## src/design/sds_pkg.sv

```systemverilog
// Shared types and constants of the SCAN disk scheduler.
// No dependencies; used by scan_disk_scheduler_core and tb_top.
package sds_pkg;

   localparam int TRACK_W = 16;
   localparam int DISK_W  = 17;
   localparam int SUM_W   = 22;
   localparam int CSR_W   = 2;

   typedef logic [TRACK_W-1:0] track_type;
   typedef logic [CSR_W-1:0]   csr_index_type;

   localparam csr_index_type CSR_DISK_TRACKS = 2'd0;
   localparam csr_index_type CSR_START_HEAD  = 2'd1;
   localparam csr_index_type CSR_SWEEP_UP    = 2'd2;

   localparam logic [DISK_W-1:0] DISK_TRACKS_RST = 17'd200;
   localparam track_type         START_HEAD_RST  = 16'd0;
   localparam logic              SWEEP_UP_RST    = 1'b1;

endpackage

```

## src/design/sds_ram.sv

```systemverilog
// Generic single-write, single-read RAM with registered read data.
// No dependencies.
module sds_ram #(
   parameter int WIDTH = 16,
   parameter int DEPTH = 17
) (
   input  logic                     clock,
   input  logic                     wr_en,
   input  logic [$clog2(DEPTH)-1:0] wr_addr,
   input  logic [WIDTH-1:0]         wr_data,
   input  logic [$clog2(DEPTH)-1:0] rd_addr,
   output logic [WIDTH-1:0]         rd_data
);

   logic [WIDTH-1:0] mem_ff [DEPTH];
   logic [WIDTH-1:0] rd_data_ff;

   always_ff @(posedge clock) begin
      if (wr_en) begin
         mem_ff[wr_addr] <= wr_data;
      end
      rd_data_ff <= mem_ff[rd_addr];
   end

   assign rd_data = rd_data_ff;

endmodule

```

## src/design/scan_disk_scheduler_core.sv

```systemverilog
// SCAN elevator disk scheduler: request store, selection sequencer, result register.
// Depends on sds_pkg and sds_ram.
// Throughput: one request word per cycle while idle; the batch_end word then passes
// through ST_STOP, and each result takes a scan of the store, ST_FLUSH and ST_DECIDE,
// plus one extra scan at the turnaround, by the single compare unit (one entry a cycle).
// Reset: synchronous, clears control state and loads the register defaults.
module scan_disk_scheduler_core #(
   parameter int MAX_REQUESTS = 16
) (
   input  logic                          clock,
   input  logic                          reset,
   input  logic                          csr_write,
   input  sds_pkg::csr_index_type        csr_index,
   input  logic [sds_pkg::DISK_W-1:0]    csr_wdata,
   input  logic                          req_valid,
   output logic                          req_stall,
   input  logic [sds_pkg::TRACK_W-1:0]   req_track,
   input  logic                          req_batch_end,
   output logic                          rsp_valid,
   input  logic                          rsp_stall,
   output logic [sds_pkg::TRACK_W-1:0]   rsp_from_track,
   output logic [sds_pkg::TRACK_W-1:0]   rsp_to_track,
   output logic [sds_pkg::TRACK_W-1:0]   rsp_seek_distance,
   output logic [sds_pkg::SUM_W-1:0]     rsp_total_seek,
   output logic                          rsp_final_move
);

   localparam int DEPTH = MAX_REQUESTS + 1;
   localparam int CNT_W = $clog2(DEPTH);

   typedef enum logic [2:0] {
      ST_IDLE,
      ST_STOP,
      ST_SCAN,
      ST_FLUSH,
      ST_DECIDE
   } state_type;

   state_type                   state_ff, state_in;
   logic [sds_pkg::DISK_W-1:0]  disk_tracks_ff, disk_tracks_in;
   sds_pkg::track_type          start_head_ff, start_head_in;
   logic                        sweep_up_ff, sweep_up_in;
   logic [CNT_W-1:0]            cnt_ff, cnt_in;
   logic [CNT_W-1:0]            scan_idx_ff, scan_idx_in;
   logic [CNT_W-1:0]            rd_idx_ff, rd_idx_in;
   logic                        rd_vld_ff, rd_vld_in;
   logic                        found_ff, found_in;
   sds_pkg::track_type          best_ff, best_in;
   logic [CNT_W-1:0]            best_idx_ff, best_idx_in;
   logic                        phase_ff, phase_in;
   logic [CNT_W-1:0]            emit_cnt_ff, emit_cnt_in;
   logic [DEPTH-1:0]            done_ff, done_in;
   sds_pkg::track_type          head_ff, head_in;
   logic [sds_pkg::SUM_W-1:0]   sum_ff, sum_in;
   logic                        rsp_valid_ff, rsp_valid_in;
   sds_pkg::track_type          rsp_from_ff, rsp_from_in;
   sds_pkg::track_type          rsp_to_ff, rsp_to_in;
   sds_pkg::track_type          rsp_dist_ff, rsp_dist_in;
   logic [sds_pkg::SUM_W-1:0]   rsp_total_ff, rsp_total_in;
   logic                        rsp_final_ff, rsp_final_in;

   logic                        ram_we;
   sds_pkg::track_type          ram_wdata;
   sds_pkg::track_type          ram_rdata;
   sds_pkg::track_type          top_track;
   sds_pkg::track_type          stop_track;
   logic                        ent_upper;
   logic                        cur_upper;
   logic                        better;
   logic                        take;
   sds_pkg::track_type          seek_dist;
   logic [sds_pkg::SUM_W-1:0]   sum_next;
   logic                        is_final;
   logic                        rsp_load;

   sds_ram #(
      .WIDTH (sds_pkg::TRACK_W),
      .DEPTH (DEPTH)
   ) u_store (
      .clock   (clock),
      .wr_en   (ram_we),
      .wr_addr (cnt_ff),
      .wr_data (ram_wdata),
      .rd_addr (scan_idx_ff),
      .rd_data (ram_rdata)
   );

   // end stop: top track saturates at 16 bits, zero tracks gives track 0
   always_comb begin
      if (disk_tracks_ff == '0) begin
         top_track = '0;
      end else if (disk_tracks_ff[sds_pkg::DISK_W-1]) begin
         top_track = '1;
      end else begin
         top_track = disk_tracks_ff[sds_pkg::TRACK_W-1:0] - sds_pkg::TRACK_W'(1);
      end
   end

   assign stop_track = sweep_up_ff ? top_track : '0;
   assign ram_we     = (state_ff == ST_IDLE && req_valid && cnt_ff < CNT_W'(MAX_REQUESTS))
                       || state_ff == ST_STOP;
   assign ram_wdata  = (state_ff == ST_STOP) ? stop_track : req_track;

   // selection compare: min of upper group going up, max of lower group going down
   assign cur_upper = sweep_up_ff ^ phase_ff;
   assign ent_upper = (rd_idx_ff == cnt_ff) ? sweep_up_ff : (ram_rdata >= start_head_ff);
   assign better    = cur_upper ? (ram_rdata < best_ff) : (ram_rdata > best_ff);
   assign take      = rd_vld_ff && !done_ff[rd_idx_ff] && (ent_upper == cur_upper)
                      && (!found_ff || better);

   assign seek_dist = (best_ff >= head_ff) ? best_ff - head_ff : head_ff - best_ff;
   assign sum_next  = sum_ff + sds_pkg::SUM_W'(seek_dist);
   assign is_final  = (emit_cnt_ff == cnt_ff);
   assign rsp_load  = state_ff == ST_DECIDE && found_ff && (!rsp_valid_ff || !rsp_stall);

   always_comb begin
      state_in       = state_ff;
      disk_tracks_in = disk_tracks_ff;
      start_head_in  = start_head_ff;
      sweep_up_in    = sweep_up_ff;
      cnt_in         = cnt_ff;
      scan_idx_in    = scan_idx_ff;
      rd_idx_in      = rd_idx_ff;
      rd_vld_in      = 1'b0;
      found_in       = found_ff;
      best_in        = best_ff;
      best_idx_in    = best_idx_ff;
      phase_in       = phase_ff;
      emit_cnt_in    = emit_cnt_ff;
      done_in        = done_ff;
      head_in        = head_ff;
      sum_in         = sum_ff;
      rsp_valid_in   = rsp_valid_ff;
      rsp_from_in    = rsp_from_ff;
      rsp_to_in      = rsp_to_ff;
      rsp_dist_in    = rsp_dist_ff;
      rsp_total_in   = rsp_total_ff;
      rsp_final_in   = rsp_final_ff;

      if (rsp_valid_ff && !rsp_stall) begin
         rsp_valid_in = 1'b0;
      end

      if (csr_write) begin
         unique case (csr_index)
            sds_pkg::CSR_DISK_TRACKS: disk_tracks_in = csr_wdata;
            sds_pkg::CSR_START_HEAD:  start_head_in  = csr_wdata[sds_pkg::TRACK_W-1:0];
            sds_pkg::CSR_SWEEP_UP:    sweep_up_in    = csr_wdata[0];
            default: ;
         endcase
      end

      if (take) begin
         found_in    = 1'b1;
         best_in     = ram_rdata;
         best_idx_in = rd_idx_ff;
      end

      unique case (state_ff)
         ST_IDLE: begin
            if (req_valid) begin
               if (cnt_ff < CNT_W'(MAX_REQUESTS)) begin
                  cnt_in = cnt_ff + CNT_W'(1);
               end
               if (req_batch_end) begin
                  state_in = ST_STOP;
               end
            end
         end
         ST_STOP: begin
            head_in     = start_head_ff;
            sum_in      = '0;
            done_in     = '0;
            emit_cnt_in = '0;
            phase_in    = 1'b0;
            scan_idx_in = '0;
            found_in    = 1'b0;
            state_in    = ST_SCAN;
         end
         ST_SCAN: begin
            rd_vld_in = 1'b1;
            rd_idx_in = scan_idx_ff;
            if (scan_idx_ff == cnt_ff) begin
               state_in = ST_FLUSH;
            end else begin
               scan_idx_in = scan_idx_ff + CNT_W'(1);
            end
         end
         ST_FLUSH: begin
            state_in = ST_DECIDE;
         end
         ST_DECIDE: begin
            if (!found_ff) begin
               scan_idx_in = '0;
               if (!phase_ff) begin
                  phase_in = 1'b1;
                  state_in = ST_SCAN;
               end else begin
                  cnt_in   = '0;
                  state_in = ST_IDLE;
               end
            end else if (rsp_load) begin
               rsp_valid_in          = 1'b1;
               rsp_from_in           = head_ff;
               rsp_to_in             = best_ff;
               rsp_dist_in           = seek_dist;
               rsp_total_in          = sum_next;
               rsp_final_in          = is_final;
               done_in[best_idx_ff]  = 1'b1;
               head_in               = best_ff;
               sum_in                = sum_next;
               emit_cnt_in           = emit_cnt_ff + CNT_W'(1);
               found_in              = 1'b0;
               scan_idx_in           = '0;
               if (is_final) begin
                  cnt_in   = '0;
                  state_in = ST_IDLE;
               end else begin
                  state_in = ST_SCAN;
               end
            end
         end
         default: state_in = ST_IDLE;
      endcase
   end

   always_ff @(posedge clock) begin
      if (reset) begin
         state_ff       <= ST_IDLE;
         disk_tracks_ff <= sds_pkg::DISK_TRACKS_RST;
         start_head_ff  <= sds_pkg::START_HEAD_RST;
         sweep_up_ff    <= sds_pkg::SWEEP_UP_RST;
         cnt_ff         <= '0;
         scan_idx_ff    <= '0;
         rd_vld_ff      <= 1'b0;
         found_ff       <= 1'b0;
         phase_ff       <= 1'b0;
         emit_cnt_ff    <= '0;
         done_ff        <= '0;
         head_ff        <= '0;
         sum_ff         <= '0;
         rsp_valid_ff   <= 1'b0;
      end else begin
         state_ff       <= state_in;
         disk_tracks_ff <= disk_tracks_in;
         start_head_ff  <= start_head_in;
         sweep_up_ff    <= sweep_up_in;
         cnt_ff         <= cnt_in;
         scan_idx_ff    <= scan_idx_in;
         rd_vld_ff      <= rd_vld_in;
         found_ff       <= found_in;
         phase_ff       <= phase_in;
         emit_cnt_ff    <= emit_cnt_in;
         done_ff        <= done_in;
         head_ff        <= head_in;
         sum_ff         <= sum_in;
         rsp_valid_ff   <= rsp_valid_in;
      end
      rd_idx_ff    <= rd_idx_in;
      best_ff      <= best_in;
      best_idx_ff  <= best_idx_in;
      rsp_from_ff  <= rsp_from_in;
      rsp_to_ff    <= rsp_to_in;
      rsp_dist_ff  <= rsp_dist_in;
      rsp_total_ff <= rsp_total_in;
      rsp_final_ff <= rsp_final_in;
   end

   assign req_stall         = (state_ff != ST_IDLE);
   assign rsp_valid         = rsp_valid_ff;
   assign rsp_from_track    = rsp_from_ff;
   assign rsp_to_track      = rsp_to_ff;
   assign rsp_seek_distance = rsp_dist_ff;
   assign rsp_total_seek    = rsp_total_ff;
   assign rsp_final_move    = rsp_final_ff;

`ifndef SYNTHESIS
   a_emit_bound: assert property (@(posedge clock) disable iff (reset)
      (state_ff != ST_IDLE && state_ff != ST_STOP) |-> (emit_cnt_ff <= cnt_ff))
      else $error("more words emitted than stops in batch");

   a_pick_unused: assert property (@(posedge clock) disable iff (reset)
      (state_ff == ST_DECIDE && found_ff) |-> !done_ff[best_idx_ff])
      else $error("selected stop already served");

   a_final_idle: assert property (@(posedge clock) disable iff (reset)
      (rsp_load && is_final) |=> (state_ff == ST_IDLE && cnt_ff == '0))
      else $error("final word did not return sequencer to idle");
`endif

endmodule

```

## config.mk

```make
export PLATFORM = sky130hd
export DESIGN_NAME = scan_disk_scheduler_core
export DESIGN_NICKNAME = d
export VERILOG_FILES = /design/src/design/sds_pkg.sv /design/src/design/sds_ram.sv /design/src/design/scan_disk_scheduler_core.sv
export SDC_FILE = /design/constraint.sdc
export NUM_CORES = 1
export LEC_CHECK = 0
export BUFFER_PORTS_ARGS = -buffer_cell sky130_fd_sc_hd__buf_4
export CELL_PAD_IN_SITES_DETAIL_PLACEMENT = 0
export CELL_PAD_IN_SITES_GLOBAL_PLACEMENT = 1
export CORE_ASPECT_RATIO = 0.6
export CORE_MARGIN = 2
export CORE_UTILIZATION = 55
export DETAILED_ROUTE_END_ITERATION = 8
export GPL_ROUTABILITY_DRIVEN = 0
export PLACE_DENSITY_LB_ADDON = 0.12
export SYNTH_ARGS = -nofsm -noshare
export SYNTH_HDL_FRONTEND = slang
export SYNTH_SLANG_ARGS = --single-unit
```

## constraint.sdc

```tcl
create_clock -name clock -period 8.3 [get_ports clock]
set_input_delay 0.415 -clock clock [delete_from_list [all_inputs] [get_ports clock]]
set_output_delay 0.415 -clock clock [all_outputs]
set_load 0.02 [all_outputs]
```

==> summary.txt <==
Status
  – Run status: finished, final reports clean

Worst setup path
  – Setup crit start kind: register
  – Signal arrival time at the worst endpoint: 5.61 ns
  – Endpoint class of the critical path: register
  – Critical path peak fanout: 23
  – Required time at the endpoint of the critical path: between 8 and 9 ns
  – Worst setup path category: reg -> reg

STA
  – Clock period minus worst slack: ~5.3 ns
  – Max_slew headroom: 19.7%
  – Setup violation total in the final timing report: 0
  – Post-route clock period utilization: between 60 and 70%
  – Number of failing hold endpoints at the final stage: 0
  – Final Slew Violations: 0
  – Transition at the pin with the smallest max-transition slack: ~1.2 ns
  – Worst clock skew: 0.0255 ns
  – RSZ-0062 raised after global routing: no
  – Maximum operating frequency: around 0.19 GHz
  – Setup TNS after final layout: 0 ns

Power and ir drop
  – Internal power: ~4000 uW
  – P per Cell Area: 211 nW/um^2
  – Static leakage power: between 0.008 and 0.009 uW
  – Max IR drop VDD: around 0.17 mV
  – Combinational cell fraction of total power: ~6.7%
  – Proportion of power drawn by flip-flops and latches: around 53%
  – Clock power share: roughly 40%
  – Switching power summed over all nets: roughly 1200 uW
  – Proportion of total power due to net switching: between 20 and 25%

Clocking
  – Post-CTS resize count: 0
  – Count of buffers added by post-CTS timing repair for setup: 0
  – Number of clock sinks: between 400 and 500
  – Clock buffer depth: 3
  – Clock root buffer master: sky130_fd_sc_hd__clkbuf_16
  – H-tree depth: 2
  – CTS buffer count: between 40 and 50
  – Clock tree from TritonCTS: yes
  – Clock transition time at the flip-flop clock pins of the worst setup and hold paths: about 0.06 ns
  – Hold bufs inserted after CTS: 0
  – Worst-skew pair later-pin latency: between 0.5 and 0.6 ns

Route
  – Number of optimization iterations in the first detailed-route pass: 6
  – Per-cell routed wire length: around 24 um
  – Detail Route Antenna Nets: 0
  – Violation count after the first detailed-route iteration: approximately 1.6k
  – Wire length reported by the detailed router: approximately 55 mm
  – Avg Vias per Cell: about 6
  – Number of vias after detailed routing: between 10k and 15k
  – Post-detailed-route DRC marker count: 0

Global routing
  – GRT overflow: 0
  – Number of global-route vias before repair: roughly 13k
  – Global-route wire length before repair: between 80 and 90 mm
  – Pin count of the biggest net entering global routing: between 70 and 80
  – Total global-route track usage: a little over a quarter
  – Number of antenna violations at the first check in global routing: 2

Floorplan
  – Starting utilization of the core area: 55.8%
  – Die width: about 260 um
  – Core Box Area: roughly 40000 sq um
  – Num ports: about 110
  – # rows: 56
  – Floorplan die area: slightly above 40000 sq um
  – Die Ht: roughly 160 um

Synthesis
  – Number of storage elements in the synthesis netlist: ~500
  – Number of library cell types mapped by synthesis: 75
  – Syn Nets: between 1.5k and 2k
  – Post-Syn Area: around 22000 sq um
  – Cell count after synthesis: ~1.6k
  – Warnings from Yosys: 0
  – Leading register cell type out of synthesis: sky130_fd_sc_hd__edfxtp_1
  – Synth async-reset ratio: 0%
  – Number of synthesized flops with an enable pin: between 300 and 400
  – Avg Cell Area, Syn: 13.7 sq um
  – Share of the yosys chip area belonging to registers: 62.6%

Layout
  – Area overhead of the layout relative to synthesis: 13.5%
  – Nets: ~1.8k
  – Utilization after layout: between 60 and 70%
  – Filler cells: roughly 3k
  – Layout cell share with drive strength beyond 1: 18.8%

Placement
  – Count of input and output buffers: around 110
  – HPWL Detailed: roughly 37 mm

Hold path
  – Type of the tightest min-delay check: in -> reg

Flow run
  – Maximum Capacitance Violations: 0
## worst max-delay path: stages (launching register included)
cell and delay [ns]:
sky130_fd_sc_hd__edfxtp_1 0.41, sky130_fd_sc_hd__inv_1 0.09, sky130_fd_sc_hd__ha_1 0.41, sky130_fd_sc_hd__and3_1 0.30, sky130_fd_sc_hd__a221oi_1 0.17, sky130_fd_sc_hd__o31a_1 0.30
sky130_fd_sc_hd__a21oi_2 0.84, sky130_fd_sc_hd__o21ai_0 0.28, sky130_fd_sc_hd__xnor2_1 0.50, sky130_fd_sc_hd__ha_1 0.43, sky130_fd_sc_hd__a21o_1 0.23, sky130_fd_sc_hd__a21o_1 0.18
sky130_fd_sc_hd__a21o_1 0.22, sky130_fd_sc_hd__nor2_1 0.16, sky130_fd_sc_hd__a21o_1 0.26, sky130_fd_sc_hd__nor2_1 0.09, sky130_fd_sc_hd__xor2_1 0.15
## flip-flops by register name (all words and copies together), names as in the netlist, 16 cells and up
register           flops
disk_tracks_ff        17
start_head_ff         16
best_ff               16
rsp_from_track        16
u_store.rd_data       16
head_ff               16
done_ff               17
sum_ff                22
rsp_to_track          16
rsp_seek_distance     16
rsp_total_seek        22
u_store.mem_ff       272
## cells by family (layout without fill, tap and decap cells)
kind of cell / count (synthesis) / after routing / share of synthesized area [%]
AO/OA/AOI/OAI: 281 / 281 / 8.46
AND/OR/NAND/NOR: 384 / 384 / 8.10
multiplexers: 114 / 114 / 10.2
buffers and inverters: 157 / 313 / 2.85
XOR/XNOR: 65 / 65 / 2.62
other: 0 / 2 / 0
flip-flops: 496 / 496 / 62.6
adder cells (fa/ha/maj): 89 / 89 / 5.22
## cell type report
type                       count  area, sq um  area share [%]
multi-input combinational    933         7540            30.5
clock buffer                  73         1330            5.40
tap                          522          653            2.64
timing repair buffer         146         1100            4.44
sequential                   496        13600            55.2
antenna                        2         5.00          0.0203
clock inverter                13          141           0.572
inverter                      81          307            1.24
## path summary, 6_finish.rpt
check / start / slack (ns) / cells after the start / endpoint
worst max register to register: best_ff[5]$_DFFE_PP_ / 3.01 / 16 / rsp_total_seek[18]$_DFFE_PP_
worst min register to register: done_ff[16]$_SDFFE_PP0P_ / 0.46 / 2 / done_ff[16]$_SDFFE_PP0P_
worst max-delay path: best_ff[5]$_DFFE_PP_ / 3.01 / 16 / rsp_total_seek[18]$_DFFE_PP_
worst min-delay path: csr_wdata[3] / 0.08 / 3 / disk_tracks_ff[3]$_SDFFE_PP1P_
## cell usage after synthesis, types with 13 or more instances
master                     number  area (sq um)
sky130_fd_sc_hd__a21o_1        26           195
sky130_fd_sc_hd__a21oi_1      101           505
sky130_fd_sc_hd__a222oi_1      16           160
sky130_fd_sc_hd__a31oi_1       17           106
sky130_fd_sc_hd__clkbuf_1      53           199
sky130_fd_sc_hd__dfxtp_1      127          2540
sky130_fd_sc_hd__edfxtp_1     369         11100
sky130_fd_sc_hd__ha_1          86          1080
sky130_fd_sc_hd__inv_1         81           304
sky130_fd_sc_hd__mux2_2        19           214
sky130_fd_sc_hd__mux4_2        80          1800
sky130_fd_sc_hd__nand2_1      142           533
sky130_fd_sc_hd__nand3_1       19          95.1
sky130_fd_sc_hd__nand4_1       13          81.3
sky130_fd_sc_hd__nor2_1       112           420
sky130_fd_sc_hd__nor3_1        21           105
sky130_fd_sc_hd__o21ai_0       28           140
sky130_fd_sc_hd__xnor2_1       37           324
sky130_fd_sc_hd__xor2_1        28           245
## routing by layer
metal  vias to the layer above  global-route usage, %  wire length (um)
li1                       6225                      -                 -
met1                      6808                   43.1             26000
met2                       613                   36.7             22800
met3                        65                   7.01              5590
met4                         0                   5.99               804
met5                         -                      0                 0
## power by group through the flow
| stage | combinational, uW | sequential (uW) | clock (uW) |
|---|---|---|---|
| detailed placement | 346 | 2830 | 0 |
| global route | 386 | 2780 | 2220 |
| CTS | 349 | 2780 | 2120 |
| global placement | 337 | 2830 | 0 |
| floorplan | 219 | 2810 | 0 |
| finish | 352 | 2780 | 2090 |
## metrics by stage
stage,cell area [sq um],hold WS (ns),total power (uW),std cells,worst slack [ns]
CTS,24700,0.0583,5250,2264,3.14
global route,24700,0.0700,5380,2266,2.63
detailed placement,23200,0.444,3180,2178,3.14
global placement,23200,0.440,3170,2178,3.28
floorplan,21800,0.406,3030,1586,3.95
finish,24700,0.0774,5220,2266,3.01
## cell usage in the layout, fill, tap and decap left out, types with 9 or more instances in the layout
cell type / n
sky130_fd_sc_hd__edfxtp_1: 369
sky130_fd_sc_hd__buf_4: 146
sky130_fd_sc_hd__nand2_1: 142
sky130_fd_sc_hd__dfxtp_1: 125
sky130_fd_sc_hd__nor2_1: 112
sky130_fd_sc_hd__a21oi_1: 101
sky130_fd_sc_hd__ha_1: 86
sky130_fd_sc_hd__inv_1: 80
sky130_fd_sc_hd__mux4_2: 80
sky130_fd_sc_hd__clkbuf_16: 46
sky130_fd_sc_hd__xnor2_1: 37
sky130_fd_sc_hd__o21ai_0: 28
sky130_fd_sc_hd__xor2_1: 28
sky130_fd_sc_hd__a21o_1: 26
sky130_fd_sc_hd__nor3_1: 21
sky130_fd_sc_hd__mux2_2: 19
sky130_fd_sc_hd__nand3_1: 19
sky130_fd_sc_hd__clkbuf_1: 19
sky130_fd_sc_hd__a31oi_1: 17
sky130_fd_sc_hd__a222oi_1: 16
sky130_fd_sc_hd__nand4_1: 13
sky130_fd_sc_hd__mux2i_1: 12
sky130_fd_sc_hd__nand3b_1: 11
sky130_fd_sc_hd__nor2b_1: 11
sky130_fd_sc_hd__or3_1: 10
sky130_fd_sc_hd__o21ai_1: 10
sky130_fd_sc_hd__a211oi_1: 9
Power figures use the tool's default switching activity.
